==> src/hdl/kmv_pkg.sv <==
// Shared widths, constants and types for the KMV distinct-count estimator.
`timescale 1ns / 1ps
`default_nettype none

package kmv_pkg;

   // field widths
   localparam int KMV_N_W      = 31;
   localparam int KMV_TOT_W    = 63;
   localparam int KMV_HASH_W   = 64;
   localparam int KMV_DIV_W    = 32;
   localparam int KMV_QUO_W    = 64;
   localparam int KMV_Z_W      = 3;   // leading zero bytes skipped, 0..4
   localparam int KMV_LSH_W    = 5;   // normalize shift of the count, 0..31
   localparam int KMV_RENORM_W = 7;   // signed rescale amount, -31..32

   // bus widths
   localparam int KMV_REQ_TDATA_W = 160;
   localparam int KMV_RSP_TDATA_W = 64;

   // field positions in req_tdata
   localparam int KMV_REQ_N_LSB    = 0;
   localparam int KMV_REQ_TOT_LSB  = KMV_REQ_N_LSB + KMV_N_W;
   localparam int KMV_REQ_HASH_LSB = KMV_REQ_TOT_LSB + KMV_TOT_W;

   // register reset and parameter defaults
   localparam logic [KMV_N_W-1:0] KMV_MAX_SAMPLES_RST = 31'd1024;
   localparam int KMV_HASH_BYTES_DFLT = 8;

   // queue between front and back
   localparam int KMV_Q_DEPTH = 4;
   localparam int KMV_Q_PTR_W = 2;
   localparam int KMV_Q_CNT_W = 3;

   // one quotient bit per divider stage
   localparam int KMV_DIV_STEPS = 64;

   // classified word handed from front to back
   typedef struct packed {
      logic                           bypass;  // table not full: result is n
      logic [KMV_N_W-1:0]             n;
      logic [KMV_TOT_W-1:0]           tot;
      logic [KMV_DIV_W-1:0]           d;
      logic [KMV_LSH_W-1:0]           lsh;
      logic signed [KMV_RENORM_W-1:0] renorm;
   } kmv_item_type;

   // queue status seen by both sides
   typedef struct packed {
      logic [KMV_Q_CNT_W-1:0] count;
      logic                   full;
      logic                   empty;
   } kmv_q_status_type;

endpackage

`default_nettype wire

==> src/hdl/kmv_front.sv <==
// Front end: accepts request words, finds divisor and shifts, registers the classified word.
`timescale 1ns / 1ps
`default_nettype none

module kmv_front #(
   parameter int HASH_BYTES = kmv_pkg::KMV_HASH_BYTES_DFLT
) (
   input  wire logic                                 clock,
   input  wire logic                                 reset,
   input  wire logic [kmv_pkg::KMV_N_W-1:0]          max_samples,
   input  wire logic                                 req_tvalid,
   output logic                                      req_tready,
   input  wire logic [kmv_pkg::KMV_REQ_TDATA_W-1:0]  req_tdata,
   input  wire kmv_pkg::kmv_q_status_type            q_stat,
   output logic                                      q_push,
   output kmv_pkg::kmv_item_type                     q_item
);

   localparam int MAX_Z = HASH_BYTES - 4;

   logic [kmv_pkg::KMV_N_W-1:0]             n;
   logic [kmv_pkg::KMV_TOT_W-1:0]           tot;
   logic [kmv_pkg::KMV_HASH_W-1:0]          h;
   logic [kmv_pkg::KMV_Z_W-1:0]             zc;
   logic                                    z_done;
   logic [kmv_pkg::KMV_DIV_W-1:0]           d_sel;
   logic [kmv_pkg::KMV_LSH_W-1:0]           lsh;
   kmv_pkg::kmv_item_type                   item_in;
   kmv_pkg::kmv_item_type                   item_ff;
   logic                                    valid_ff;
   logic                                    valid_in;
   logic                                    take;

   // unpack fields
   assign n   = req_tdata[kmv_pkg::KMV_REQ_N_LSB +: kmv_pkg::KMV_N_W];
   assign tot = req_tdata[kmv_pkg::KMV_REQ_TOT_LSB +: kmv_pkg::KMV_TOT_W];
   assign h   = req_tdata[kmv_pkg::KMV_REQ_HASH_LSB +: kmv_pkg::KMV_HASH_W];

   // count leading zero bytes of the hash, at most MAX_Z
   always_comb begin
      zc     = '0;
      z_done = 1'b0;
      for (int i = 0; i < MAX_Z; i++) begin
         if (!z_done && (h[(HASH_BYTES-1-i)*8 +: 8] == 8'd0)) begin
            zc = zc + 1'b1;
         end else begin
            z_done = 1'b1;
         end
      end
   end

   // 32-bit divisor window right after the skipped bytes
   always_comb begin
      d_sel = h[MAX_Z*8 +: kmv_pkg::KMV_DIV_W];
      for (int i = 1; i <= MAX_Z; i++) begin
         if (zc == kmv_pkg::KMV_Z_W'(i)) begin
            d_sel = h[(MAX_Z-i)*8 +: kmv_pkg::KMV_DIV_W];
         end
      end
   end

   // shift that brings the top set bit of n to bit 31 of a 32-bit word
   always_comb begin
      lsh = '0;
      for (int i = 0; i < kmv_pkg::KMV_N_W; i++) begin
         if (n[i]) begin
            lsh = kmv_pkg::KMV_LSH_W'(kmv_pkg::KMV_N_W - i);
         end
      end
   end

   // classified word
   always_comb begin
      item_in.bypass = (n < max_samples);
      item_in.n      = n;
      item_in.tot    = tot;
      item_in.d      = (d_sel == '0) ? kmv_pkg::KMV_DIV_W'(1) : d_sel;
      item_in.lsh    = lsh;
      item_in.renorm = $signed({1'b0, zc, 3'b000}) - $signed({2'b00, lsh});
   end

   // one register stage, drained into the queue when it has room
   assign q_push     = valid_ff && !q_stat.full;
   assign req_tready = !valid_ff || !q_stat.full;
   assign take       = req_tvalid && req_tready;
   assign valid_in   = take || (valid_ff && !q_push);
   assign q_item     = item_ff;

   always_ff @(posedge clock) begin
      if (reset) begin
         valid_ff <= 1'b0;
      end else begin
         valid_ff <= valid_in;
      end
      if (take) begin
         item_ff <= item_in;
      end
   end

endmodule

`default_nettype wire

==> config.mk <==
export PLATFORM = sky130hd
export DESIGN_NAME = kmv_front
export DESIGN_NICKNAME = d
export VERILOG_FILES = /design/src/hdl/kmv_pkg.sv /design/src/hdl/kmv_front.sv
export SDC_FILE = /design/constraint.sdc
export NUM_CORES = 1
export LEC_CHECK = 0
export BUFFER_PORTS_ARGS = -buffer_cell sky130_fd_sc_hd__buf_4
export CAP_MARGIN = 20
export CORE_MARGIN = 5
export CORE_UTILIZATION = 30
export CTS_BUF_LIST = sky130_fd_sc_hd__clkbuf_2 sky130_fd_sc_hd__clkbuf_4 sky130_fd_sc_hd__clkbuf_8
export CTS_CLUSTER_DIAMETER = 60
export CTS_CLUSTER_SIZE = 12
export DETAILED_ROUTE_END_ITERATION = 6
export HOLD_SLACK_MARGIN = 0.1
export PLACE_DENSITY_LB_ADDON = 0.05
export SLEW_MARGIN = 20
export SYNTH_ARGS = -nofsm -noshare
export SYNTH_HDL_FRONTEND = slang
export SYNTH_SLANG_ARGS = --single-unit
==> constraint.sdc <==
create_clock -name clock -period 5.3 [get_ports clock]
set_clock_uncertainty 0.2 [all_clocks]
set_input_delay 0.265 -clock clock [delete_from_list [all_inputs] [get_ports clock]]
set_output_delay 0.265 -clock clock [all_outputs]
set_load 0.02 [all_outputs]
==> qor.yml <==
status: "finished clean"
wl_per_cell_um: 19.8
p_int_mw: 2.16
track_usage: 0.200
tightest_slew_ps: 1020
clk_path_buf_depth: 2
p_seq_frac: 0.444
p_comb_frac: 0.201
n_antenna_cell: 0
grtUsageMet1: 0.261
grt_pass1_wl_mm: 41.4
r2r_cells: 3
vdd_drop_max_v: 0.000141
cts_max_level: 4
io_buffer_count: 333
grtUsageMet3: 0.0601
path_buf_inv: 5
start_util: 0.306
rsz0062_at_grt: "false"
timing.final.hold_violations: 0
synth_flop_cell: "edfxtp_1"
clock_tree.root_cell: "clkbuf_8"
hold_end: "q_item[31]$_SDFFCE_PN0P_"
avgSynthCellArea_um2: 11.9
yosysWarningCount: 0
grt_pass1_vias: 7142
overflow: 0
clock.fmax_ghz: 0.225
dr.pass1.iters: 6
synth-edff-count: 138
max-cap-violations: 0
fin_crit_sh: 0.839
power_leakage_nw: 5.10
power_density_nw_per_um2: 244
ys_types: 76
finalWorstSetupSlack_ps: 853
drtAntennaViolNets: 0
cts_tree: "yes"
ys_seq_area_frac: 0.577
die_w_um: 165
drc: 0
wl_mm: 28.2
cpMaxStageDelayCell: "o21ai_1"
clk_pin_slew_ps: 90
syn_to_final_growth_pct: 66.5
num_vias: 6996
power_switching_uw: 775
dp_hpwl_mm: 21.1
clkPwrFrac: 0.355
final_common_cell: "buf_4"
core_area_um2: 23500
setup_violations: 0
dpl_worst_slack_ps: 806
swShare: 0.264
die_h_um: 165
ys_ff_latch: 139
clock_latency_ps: 430
grt_antenna_before_repair: 0
cp_max_fo: 17
syn_area_um2: 7210
most-common-layout-cells: "341 x buf_4, 142 x dlygate4sd3_1, 138 x edfxtp_1, 54 x nand2_1, 46 x inv_1"
cts_buffers: 17
syn_nets: 839
crit_type: "input pin to register"
grt_use_met2: 0.326
relSlewSlack: 0.316
setup.worst_path.end_class: "register"
nets: 1324
grt_most_used_layer: "met2"
post_cts_buffers: 0
cp_cell_sequence: "dlygate4sd3_1 -> buf_4 -> nor4_2 -> nand4_2 -> buf_4 -> clkinv_2 -> ha_1 -> nor2b_1 -> and3_1 -> o21ai_1 -> a211oi_1 -> a221oi_1 -> dlygate4sd3_1 -> o21ai_1"
clock-sinks: 139
reg2reg_to: "q_item[114]$_DFFE_PP_"
die-area_um2: 27200
drive_above_1_share: 0.361
fin_tns_setup_ps: 0
r2r-start: "valid_ff$_SDFF_PP0_"
grt_max_degree: 71
max_stage_delay_ps: 800
hold_class: "input pin to register"
crit_family: "buffers and inverters"
worstHoldStart: "req_tdata[145]"
gp_congestion: 0.885
layout_min_cycle_time_ps: 4450
async_reset_ff_frac: 0
worstPathRequired_ps: 5280
fin_hold_ws_ps: 139
io_pins: 340
whs_path_depth: 3
drt-initial-drc-count: 620
slew_violations: 0
r2r_slack_ps: 3080
startpoint_type: "input pin"
synth_cells: 606
row_count: 56
viasPerCell: 4.92
crit_arrival_ps: 4430
Yosys cell counts (4+ instances only):
library cell / number / area share
a21o_1: 17 / 0.018
ha_1: 34 / 0.059
nand2b_1: 7 / 0.0061
a221oi_1: 7 / 0.0085
buf_2: 4 / 0.0028
nand4_1: 8 / 0.0069
nand2_1: 54 / 0.028
nor3_1: 9 / 0.0062
o21ai_0: 32 / 0.022
and2_1: 6 / 0.0052
nand3_1: 13 / 0.0090
a31oi_1: 9 / 0.0078
o21bai_1: 6 / 0.0062
o211ai_1: 7 / 0.0073
a211o_1: 7 / 0.0085
mux2i_1: 4 / 0.0056
nor2_1: 30 / 0.016
nor2b_1: 7 / 0.0061
inv_1: 46 / 0.024
a211oi_1: 9 / 0.0094
o21ai_1: 5 / 0.0035
nor4_2: 7 / 0.012
clkbuf_1: 9 / 0.0047
a21oi_1: 34 / 0.024
a22oi_1: 9 / 0.0094
nor4_1: 12 / 0.010
edfxtp_1: 138 / 0.57
area by class of cell:
type / count / area (um^2)
clock buffer: 18 / 241
clock inverter: 14 / 233
fill: 2188 / 11500
inverter: 47 / 178
multi-input combinational: 402 / 2790
sequential: 139 / 4160
tap: 319 / 399
timing repair buffer: 484 / 4000
power groups by stage:
stage          clock, mW  combinational (mW)  sequential [mW]
6_report            1.04               0.589             1.30
5_1_grt             1.12               0.634             1.31
4_1_cts             1.07               0.592             1.30
3_5_place_dp           0               0.503             1.33
3_3_place_gp           0               0.503             1.33
2_1_floorplan          0               0.119             1.42
sequential cells by signal (all words and copies together), names as in the netlist:
name,flops
q_item,138
valid_ff,1
per-layer routing:
metal,wire length (um),share of wire
met5,0,0
met4,438,0.016
met3,2890,0.10
met2,13200,0.47
met1,11700,0.41
logic make-up after synthesis:
kind of cell	count (synthesis)	share of synthesized area
multiplexers	4	0.00555
flip-flops	139	0.577
adder cells (fa/ha/maj)	34	0.0590
XOR/XNOR	3	0.00364
buffers and inverters	65	0.0373
AND/OR/NAND/NOR	182	0.143
AO/OA/AOI/OAI	179	0.174
worst max path at each step:
stage / end / cells after the start / startpoint
floorplan: q_item[100]$_DFFE_PP_ / 2 / valid_ff$_SDFF_PP0_
global placement: q_item[12]$_SDFFCE_PN1P_ / 13 / req_tdata[146]
detailed placement: q_item[12]$_SDFFCE_PN1P_ / 13 / req_tdata[146]
CTS: q_item[12]$_SDFFCE_PN1P_ / 14 / req_tdata[151]
global route: q_item[12]$_SDFFCE_PN1P_ / 15 / req_tdata[151]
finish: q_item[12]$_SDFFCE_PN1P_ / 14 / req_tdata[151]
tightest hold or removal path: stages:
cell	delay, ps
buf_4	100
o221ai_1	210
nand2_1	100
what timing repair did:
item / CTS / global route
resized for setup: 0 / 0
hold buffers: 142 / 0
hold endpoints to repair: 127 / 0
per-stage QoR:
step                cells  power (mW)  cell area [um^2]   util
finish               1423        2.94             12000  0.510
CTS                  1423        2.97             12000  0.510
global placement     1249        1.83             10100  0.429
detailed placement   1249        1.83             10100  0.429
global route         1423        3.07             12000  0.510
floorplan             606        1.54              7210      -
Power figures use the tool's default switching activity.
