File: config.mk
export PLATFORM = sky130hd
export DESIGN_NAME = kmv_queue
export DESIGN_NICKNAME = d
export VERILOG_FILES = /design/src/hdl/kmv_pkg.sv /design/src/hdl/kmv_queue.sv
export SDC_FILE = /design/constraint.sdc
export NUM_CORES = 1
export LEC_CHECK = 0
export ABC_AREA = 0
export BUFFER_PORTS_ARGS = -buffer_cell sky130_fd_sc_hd__buf_4
export CAP_MARGIN = 10
export CORE_UTILIZATION = 61
export CTS_CLUSTER_SIZE = 8
export DETAILED_ROUTE_END_ITERATION = 8
export PLACE_DENSITY_LB_ADDON = 0.05
export SLEW_MARGIN = 20
export SYNTH_ARGS = -nofsm -noshare
export SYNTH_HDL_FRONTEND = slang
export SYNTH_SLANG_ARGS = --single-unit
File: constraint.sdc
create_clock -name clock -period 12.06 [get_ports clock]
set_clock_uncertainty 0.05 [all_clocks]
set_input_delay 2.412 -clock clock [delete_from_list [all_inputs] [get_ports clock]]
set_output_delay 2.412 -clock clock [all_outputs]
set_load 0.005 [all_outputs]
File: src/hdl/kmv_pkg.sv
// Shared widths, constants and types for the KMV distinct-count estimator.
`timescale 1ns / 1ps
`default_nettype none

package kmv_pkg;

   // field widths
   localparam int KMV_N_W      = 31;
   localparam int KMV_TOT_W    = 63;
   localparam int KMV_HASH_W   = 64;
   localparam int KMV_DIV_W    = 32;
   localparam int KMV_QUO_W    = 64;
   localparam int KMV_Z_W      = 3;   // leading zero bytes skipped, 0..4
   localparam int KMV_LSH_W    = 5;   // normalize shift of the count, 0..31
   localparam int KMV_RENORM_W = 7;   // signed rescale amount, -31..32

   // bus widths
   localparam int KMV_REQ_TDATA_W = 160;
   localparam int KMV_RSP_TDATA_W = 64;

   // field positions in req_tdata
   localparam int KMV_REQ_N_LSB    = 0;
   localparam int KMV_REQ_TOT_LSB  = KMV_REQ_N_LSB + KMV_N_W;
   localparam int KMV_REQ_HASH_LSB = KMV_REQ_TOT_LSB + KMV_TOT_W;

   // register reset and parameter defaults
   localparam logic [KMV_N_W-1:0] KMV_MAX_SAMPLES_RST = 31'd1024;
   localparam int KMV_HASH_BYTES_DFLT = 8;

   // queue between front and back
   localparam int KMV_Q_DEPTH = 4;
   localparam int KMV_Q_PTR_W = 2;
   localparam int KMV_Q_CNT_W = 3;

   // one quotient bit per divider stage
   localparam int KMV_DIV_STEPS = 64;

   // classified word handed from front to back
   typedef struct packed {
      logic                           bypass;  // table not full: result is n
      logic [KMV_N_W-1:0]             n;
      logic [KMV_TOT_W-1:0]           tot;
      logic [KMV_DIV_W-1:0]           d;
      logic [KMV_LSH_W-1:0]           lsh;
      logic signed [KMV_RENORM_W-1:0] renorm;
   } kmv_item_type;

   // queue status seen by both sides
   typedef struct packed {
      logic [KMV_Q_CNT_W-1:0] count;
      logic                   full;
      logic                   empty;
   } kmv_q_status_type;

endpackage

`default_nettype wire

File: src/hdl/kmv_queue.sv
// Short FIFO of classified words between front and back.
`timescale 1ns / 1ps
`default_nettype none

module kmv_queue (
   input  wire logic                        clock,
   input  wire logic                        reset,
   input  wire logic                        push,
   input  wire kmv_pkg::kmv_item_type       wr_item,
   input  wire logic                        pop,
   output kmv_pkg::kmv_item_type            rd_item,
   output kmv_pkg::kmv_q_status_type        stat
);

   kmv_pkg::kmv_item_type                 mem_ff [kmv_pkg::KMV_Q_DEPTH];
   logic [kmv_pkg::KMV_Q_PTR_W-1:0]       wr_ptr_ff;
   logic [kmv_pkg::KMV_Q_PTR_W-1:0]       rd_ptr_ff;
   logic [kmv_pkg::KMV_Q_CNT_W-1:0]       count_ff;
   logic [kmv_pkg::KMV_Q_CNT_W-1:0]       count_in;

   assign rd_item    = mem_ff[rd_ptr_ff];
   assign stat.count = count_ff;
   assign stat.full  = (count_ff == kmv_pkg::KMV_Q_CNT_W'(kmv_pkg::KMV_Q_DEPTH));
   assign stat.empty = (count_ff == '0);

   // occupancy
   always_comb begin
      count_in = count_ff;
      if (push && !pop) begin
         count_in = count_ff + 1'b1;
      end else if (pop && !push) begin
         count_in = count_ff - 1'b1;
      end
   end

   always_ff @(posedge clock) begin
      if (reset) begin
         wr_ptr_ff <= '0;
         rd_ptr_ff <= '0;
         count_ff  <= '0;
      end else begin
         count_ff <= count_in;
         if (push) begin
            wr_ptr_ff <= wr_ptr_ff + 1'b1;
         end
         if (pop) begin
            rd_ptr_ff <= rd_ptr_ff + 1'b1;
         end
      end
      if (push) begin
         mem_ff[wr_ptr_ff] <= wr_item;
      end
   end

endmodule

`default_nettype wire

==> flow_summary.html <==
<table>
<tr><th>Metric</th><th>Value</th></tr>
<tr><th colspan="2">Timing</th></tr>
<tr><td>Setup total negative slack</td><td>0 ns</td></tr>
<tr><td>Worst relative slew slack</td><td>33.2%</td></tr>
<tr><td># setup viols final</td><td>0</td></tr>
<tr><td>Crit share post-route</td><td>49.6%</td></tr>
<tr><td>Final period demand of the worst path</td><td>5.98 ns</td></tr>
<tr><td>Hold_ws</td><td>0.473 ns</td></tr>
<tr><td>RSZ-0062 raised after global routing</td><td>false</td></tr>
<tr><td>Slew @ Worst Pin</td><td>1.00 ns</td></tr>
<tr><td>Top achievable clock speed</td><td>167 MHz</td></tr>
<tr><td>Final number of hold-violating endpoints</td><td>0</td></tr>
<tr><td>Final Worst Setup Slack</td><td>6.08 ns</td></tr>
<tr><td>Pins Over Slew Limit</td><td>0</td></tr>
<tr><th colspan="2">Yosys</th></tr>
<tr><td>Number of standard cells after synthesis</td><td>770</td></tr>
<tr><td>Total nets after synthesis</td><td>919</td></tr>
<tr><td>Sequential cell area fraction in the yosys report</td><td>82.3%</td></tr>
<tr><td>Yosys reg bits</td><td>565</td></tr>
<tr><td>Synthesized cell area</td><td>20,500 um^2</td></tr>
<tr><td>Mean instance size in the synthesized netlist</td><td>26.6 um^2</td></tr>
<tr><td>Number of distinct standard cells referenced by the synthesized netlist</td><td>22</td></tr>
<tr><td>Share of the synthesized area in the top cell type</td><td>81.4%</td></tr>
<tr><td>Syn. warnings</td><td>0</td></tr>
<tr><td>Most area-consuming cells after synthesis</td><td>sky130_fd_sc_hd__edfxtp_1 81%, sky130_fd_sc_hd__mux4_2 15%, sky130_fd_sc_hd__dfxtp_1 0.88%</td></tr>
<tr><td>Library cell occupying the most area in the post-synthesis netlist</td><td>sky130_fd_sc_hd__edfxtp_1</td></tr>
<tr><th colspan="2">Setup path</th></tr>
<tr><td>Startpoint class of the critical path</td><td>register</td></tr>
<tr><td>Worst Setup End Kind</td><td>output pin</td></tr>
<tr><td>Category of cells accounting for the largest share of critical-path delay</td><td>buffers and inverters</td></tr>
<tr><td>Most frequent CP cell</td><td>sky130_fd_sc_hd__buf_4</td></tr>
<tr><td>Slowest cell delay on critical path</td><td>0.78 ns</td></tr>
<tr><td>Maximum net fanout on the critical path</td><td>34</td></tr>
<tr><td>CP Buf/Inv Count</td><td>3</td></tr>
<tr><td>Startpoint-to-endpoint class of the critical path</td><td>register to output pin</td></tr>
<tr><td>Worst path arrival time</td><td>3.52 ns</td></tr>
<tr><td>Cell with the largest stage delay on the worst path</td><td>sky130_fd_sc_hd__dfxtp_4</td></tr>
<tr><td>Crit path cell chain</td><td>buf_4 &gt; buf_4 &gt; mux4_2 &gt; buf_4</td></tr>
<tr><td>Critical path data required time</td><td>9.60 ns</td></tr>
<tr><th colspan="2">Power and ir drop</th></tr>
<tr><td>Portion of total power attributed to sequential cells</td><td>48.8%</td></tr>
<tr><td>P_leak</td><td>8.61 nW</td></tr>
<tr><td>IR drop worst, VDD</td><td>0.000139 V</td></tr>
<tr><td>Power spent charging and discharging nets</td><td>0.000950 W</td></tr>
<tr><td>Share of power burned in the clock network</td><td>42.3%</td></tr>
<tr><td>Total internal power</td><td>0.00376 W</td></tr>
<tr><td>Combinational Power Share</td><td>8.9%</td></tr>
<tr><td>Cell area power density</td><td>186 nW/um^2</td></tr>
<tr><td>Net Sw Frac</td><td>20.2%</td></tr>
<tr><th colspan="2">Floorplanning</th></tr>
<tr><td>Width of the chip</td><td>185 um</td></tr>
<tr><td>I/O pin cnt</td><td>287</td></tr>
<tr><td>Initial standard-cell utilization of the core</td><td>62.5%</td></tr>
<tr><td>Die Outline Area</td><td>34,300 um^2</td></tr>
<tr><td>Area of the core region</td><td>32,800 um^2</td></tr>
<tr><td>Number of standard-cell rows in the floorplan</td><td>66</td></tr>
<tr><td>Height of the die</td><td>185 um</td></tr>
<tr><th colspan="2">Layout</th></tr>
<tr><td>Commonest cells after routing, fill and taps aside</td><td>556 x sky130_fd_sc_hd__edfxtp_1, 297 x sky130_fd_sc_hd__buf_4, 139 x sky130_fd_sc_hd__mux4_2</td></tr>
<tr><td>Most common library cell in the layout ignoring fill and taps</td><td>sky130_fd_sc_hd__edfxtp_1</td></tr>
<tr><td>Area delta synth-&gt;final</td><td>23.6%</td></tr>
<tr><td>Net count reported at finish</td><td>1,267</td></tr>
<tr><td>Layout fillers</td><td>1,735</td></tr>
<tr><td>Share of layout cells above drive strength 1</td><td>46.0%</td></tr>
<tr><th colspan="2">Placed design</th></tr>
<tr><td>Final weighted congestion in routability-driven placement</td><td>0.721</td></tr>
<tr><td>Worst setup slack after placement</td><td>6.55 ns</td></tr>
<tr><td>Count of buffers inserted at the top-level ports</td><td>286</td></tr>
<tr><td>Sum of net half-perimeters after detailed placement</td><td>21.7 mm</td></tr>
<tr><th colspan="2">GRT</th></tr>
<tr><td>Maximum number of pins on one net before global-route repair</td><td>75</td></tr>
<tr><td>Antenna violations before repair</td><td>1</td></tr>
<tr><td>Vias in the first global route</td><td>9,759</td></tr>
<tr><td>All-Layer GR Usage</td><td>22.6%</td></tr>
<tr><td>First-pass GRT wire length</td><td>56.4 mm</td></tr>
<tr><td>Total congestion overflow</td><td>0</td></tr>
<tr><th colspan="2">Clock network</th></tr>
<tr><td>Sinks on the clock net</td><td>565</td></tr>
<tr><td>Total CTS buffers</td><td>80</td></tr>
<tr><td>Setup Buffers After CTS</td><td>0</td></tr>
<tr><td>Cell chosen for the clock root</td><td>sky130_fd_sc_hd__clkbuf_16</td></tr>
<tr><td>Worst-Skew Late Latency</td><td>0.56 ns</td></tr>
<tr><td>CTS tree</td><td>done</td></tr>
<tr><td>Post_cts resized</td><td>0</td></tr>
<tr><td>CTS clock-pin slew for the worst setup and hold paths</td><td>0.05 ns</td></tr>
<tr><td>Deepest level of the CTS H-tree</td><td>3</td></tr>
<tr><td>Hold-fix buffers, CTS</td><td>0</td></tr>
<tr><td>Max clock buf depth</td><td>3</td></tr>
<tr><th colspan="2">Route</th></tr>
<tr><td>First drt pass iteration count</td><td>4</td></tr>
<tr><td>Number of design-rule violations left by the first detailed-router iteration</td><td>616</td></tr>
<tr><td>Number of nets still failing antenna checks after routing</td><td>0</td></tr>
<tr><td>Total Wirelength</td><td>37.5 mm</td></tr>
<tr><td>DRC</td><td>0</td></tr>
<tr><td>Total via count in the routed design</td><td>9,176</td></tr>
<tr><td>Per-cell routed wire length</td><td>23.5 um</td></tr>
<tr><td>Vias per Instance</td><td>5.74</td></tr>
<tr><th colspan="2">Run</th></tr>
<tr><td>MaxCap Viol Count</td><td>0</td></tr>
<tr><th colspan="2">Outcome</th></tr>
<tr><td>Run status</td><td>completed</td></tr>
<tr><th colspan="2">Min path</th></tr>
<tr><td>Path type of the worst min-delay path</td><td>register to register</td></tr>
</table>
[worst reg2reg max path: cells and delay by family (launching register included)]
family,cells,cell delay (ns)
buffers and inverters,2,0.81
and+or+nand+nor,1,0.79
adders and majority gates,1,0.14
DFF,1,0.34
[worst paths after layout]
path / end / cells after the start / slack [ns] / startpoint
worst min-delay path: rd_ptr_ff[1]$_SDFFE_PP0P_ / 2 / 0.47 / rd_ptr_ff[1]$_SDFFE_PP0P_
worst min register to register: rd_ptr_ff[1]$_SDFFE_PP0P_ / 2 / 0.47 / rd_ptr_ff[1]$_SDFFE_PP0P_
worst max-delay path: rd_item[109] / 4 / 6.08 / register
worst max register to register: mem_ff[2][81]$_DFFE_PP_ / 4 / 9.46 / wr_ptr_ff[0]$_SDFFE_PP0P_
[per-stage QoR]
stage	utilization, %	cell area [um^2]	total power (W)	instances
final	77.3	25300	0.00471	1598
after global routing	77.3	25300	0.00486	1598
after global placement	70.3	23100	0.00275	1478
after floorplan	-	20500	0.00254	770
after CTS	77.2	25300	0.00475	1597
after detailed placement	70.3	23100	0.00276	1478
[cells by family (layout without fill, tap and decap cells)]
| kind of cell | Yosys count | after routing | share of synthesized area, % |
|---|---|---|---|
| flops | 565 | 565 | 82.3 |
| mux | 141 | 141 | 15.4 |
| buf+inv | 36 | 421 | 1.28 |
| simple gates | 15 | 15 | 0.360 |
| fa+ha+maj | 6 | 6 | 0.403 |
| xor+xnor | 5 | 5 | 0.214 |
| compound gates | 2 | 2 | 0.0488 |
| other cells | 0 | 1 | 0 |
[cell usage after synthesis]
cell and number:
sky130_fd_sc_hd__buf_1 2, sky130_fd_sc_hd__mux2i_1 2, sky130_fd_sc_hd__edfxtp_1 556, sky130_fd_sc_hd__buf_4 2, sky130_fd_sc_hd__and2_1 4, sky130_fd_sc_hd__ha_1 5, sky130_fd_sc_hd__xnor2_1 2, sky130_fd_sc_hd__o21ai_0 1
sky130_fd_sc_hd__nand2_1 1, sky130_fd_sc_hd__clkbuf_1 2, sky130_fd_sc_hd__nor2_1 7, sky130_fd_sc_hd__dfxtp_1 9, sky130_fd_sc_hd__xor2_1 3, sky130_fd_sc_hd__or3_1 1, sky130_fd_sc_hd__a21oi_1 1, sky130_fd_sc_hd__nor3b_1 1
sky130_fd_sc_hd__mux4_2 139, sky130_fd_sc_hd__nor3_1 1, sky130_fd_sc_hd__inv_1 4, sky130_fd_sc_hd__buf_2 12, sky130_fd_sc_hd__fa_1 1, sky130_fd_sc_hd__buf_6 14
[flip-flops by register name, indices dropped and copies added (netlist names), named ones only]
name and flops:
count_ff 3, mem_ff 556, rd_ptr_ff 2, wr_ptr_ff 2
[power by group through the flow]
stage | registers, W | clock network, W | logic [W]
6_report | 0.00230 | 0.00199 | 0.000419
4_1_cts | 0.00230 | 0.00203 | 0.000427
5_1_grt | 0.00230 | 0.00211 | 0.000451
2_1_floorplan | 0.00232 | 0 | 0.000217
3_5_place_dp | 0.00233 | 0 | 0.000426
3_3_place_gp | 0.00233 | 0 | 0.000421
[layer usage]
layer | global-route usage [%] | routed length, um | vias to the layer above
met4 | 7.21 | 643 | 0
met3 | 6.15 | 3000 | 53
met2 | 36.8 | 19200 | 307
met1 | 30.0 | 14700 | 4795
met5 | 0 | 0 | -
li1 | - | - | 4021
[final cells by class]
type                       instances  area [um^2]  area share, %
antenna                            1         2.50        0.00988
clock buffer                     116         2240           8.86
clock inverter                     3         22.5         0.0889
inverter                           4         15.0         0.0593
multi-input combinational        169         3370           13.3
sequential                       565        16900           66.7
tap                              442          553           2.18
timing repair buffer             298         2240           8.85
Note: power is estimated with default switching activity, not from simulation.
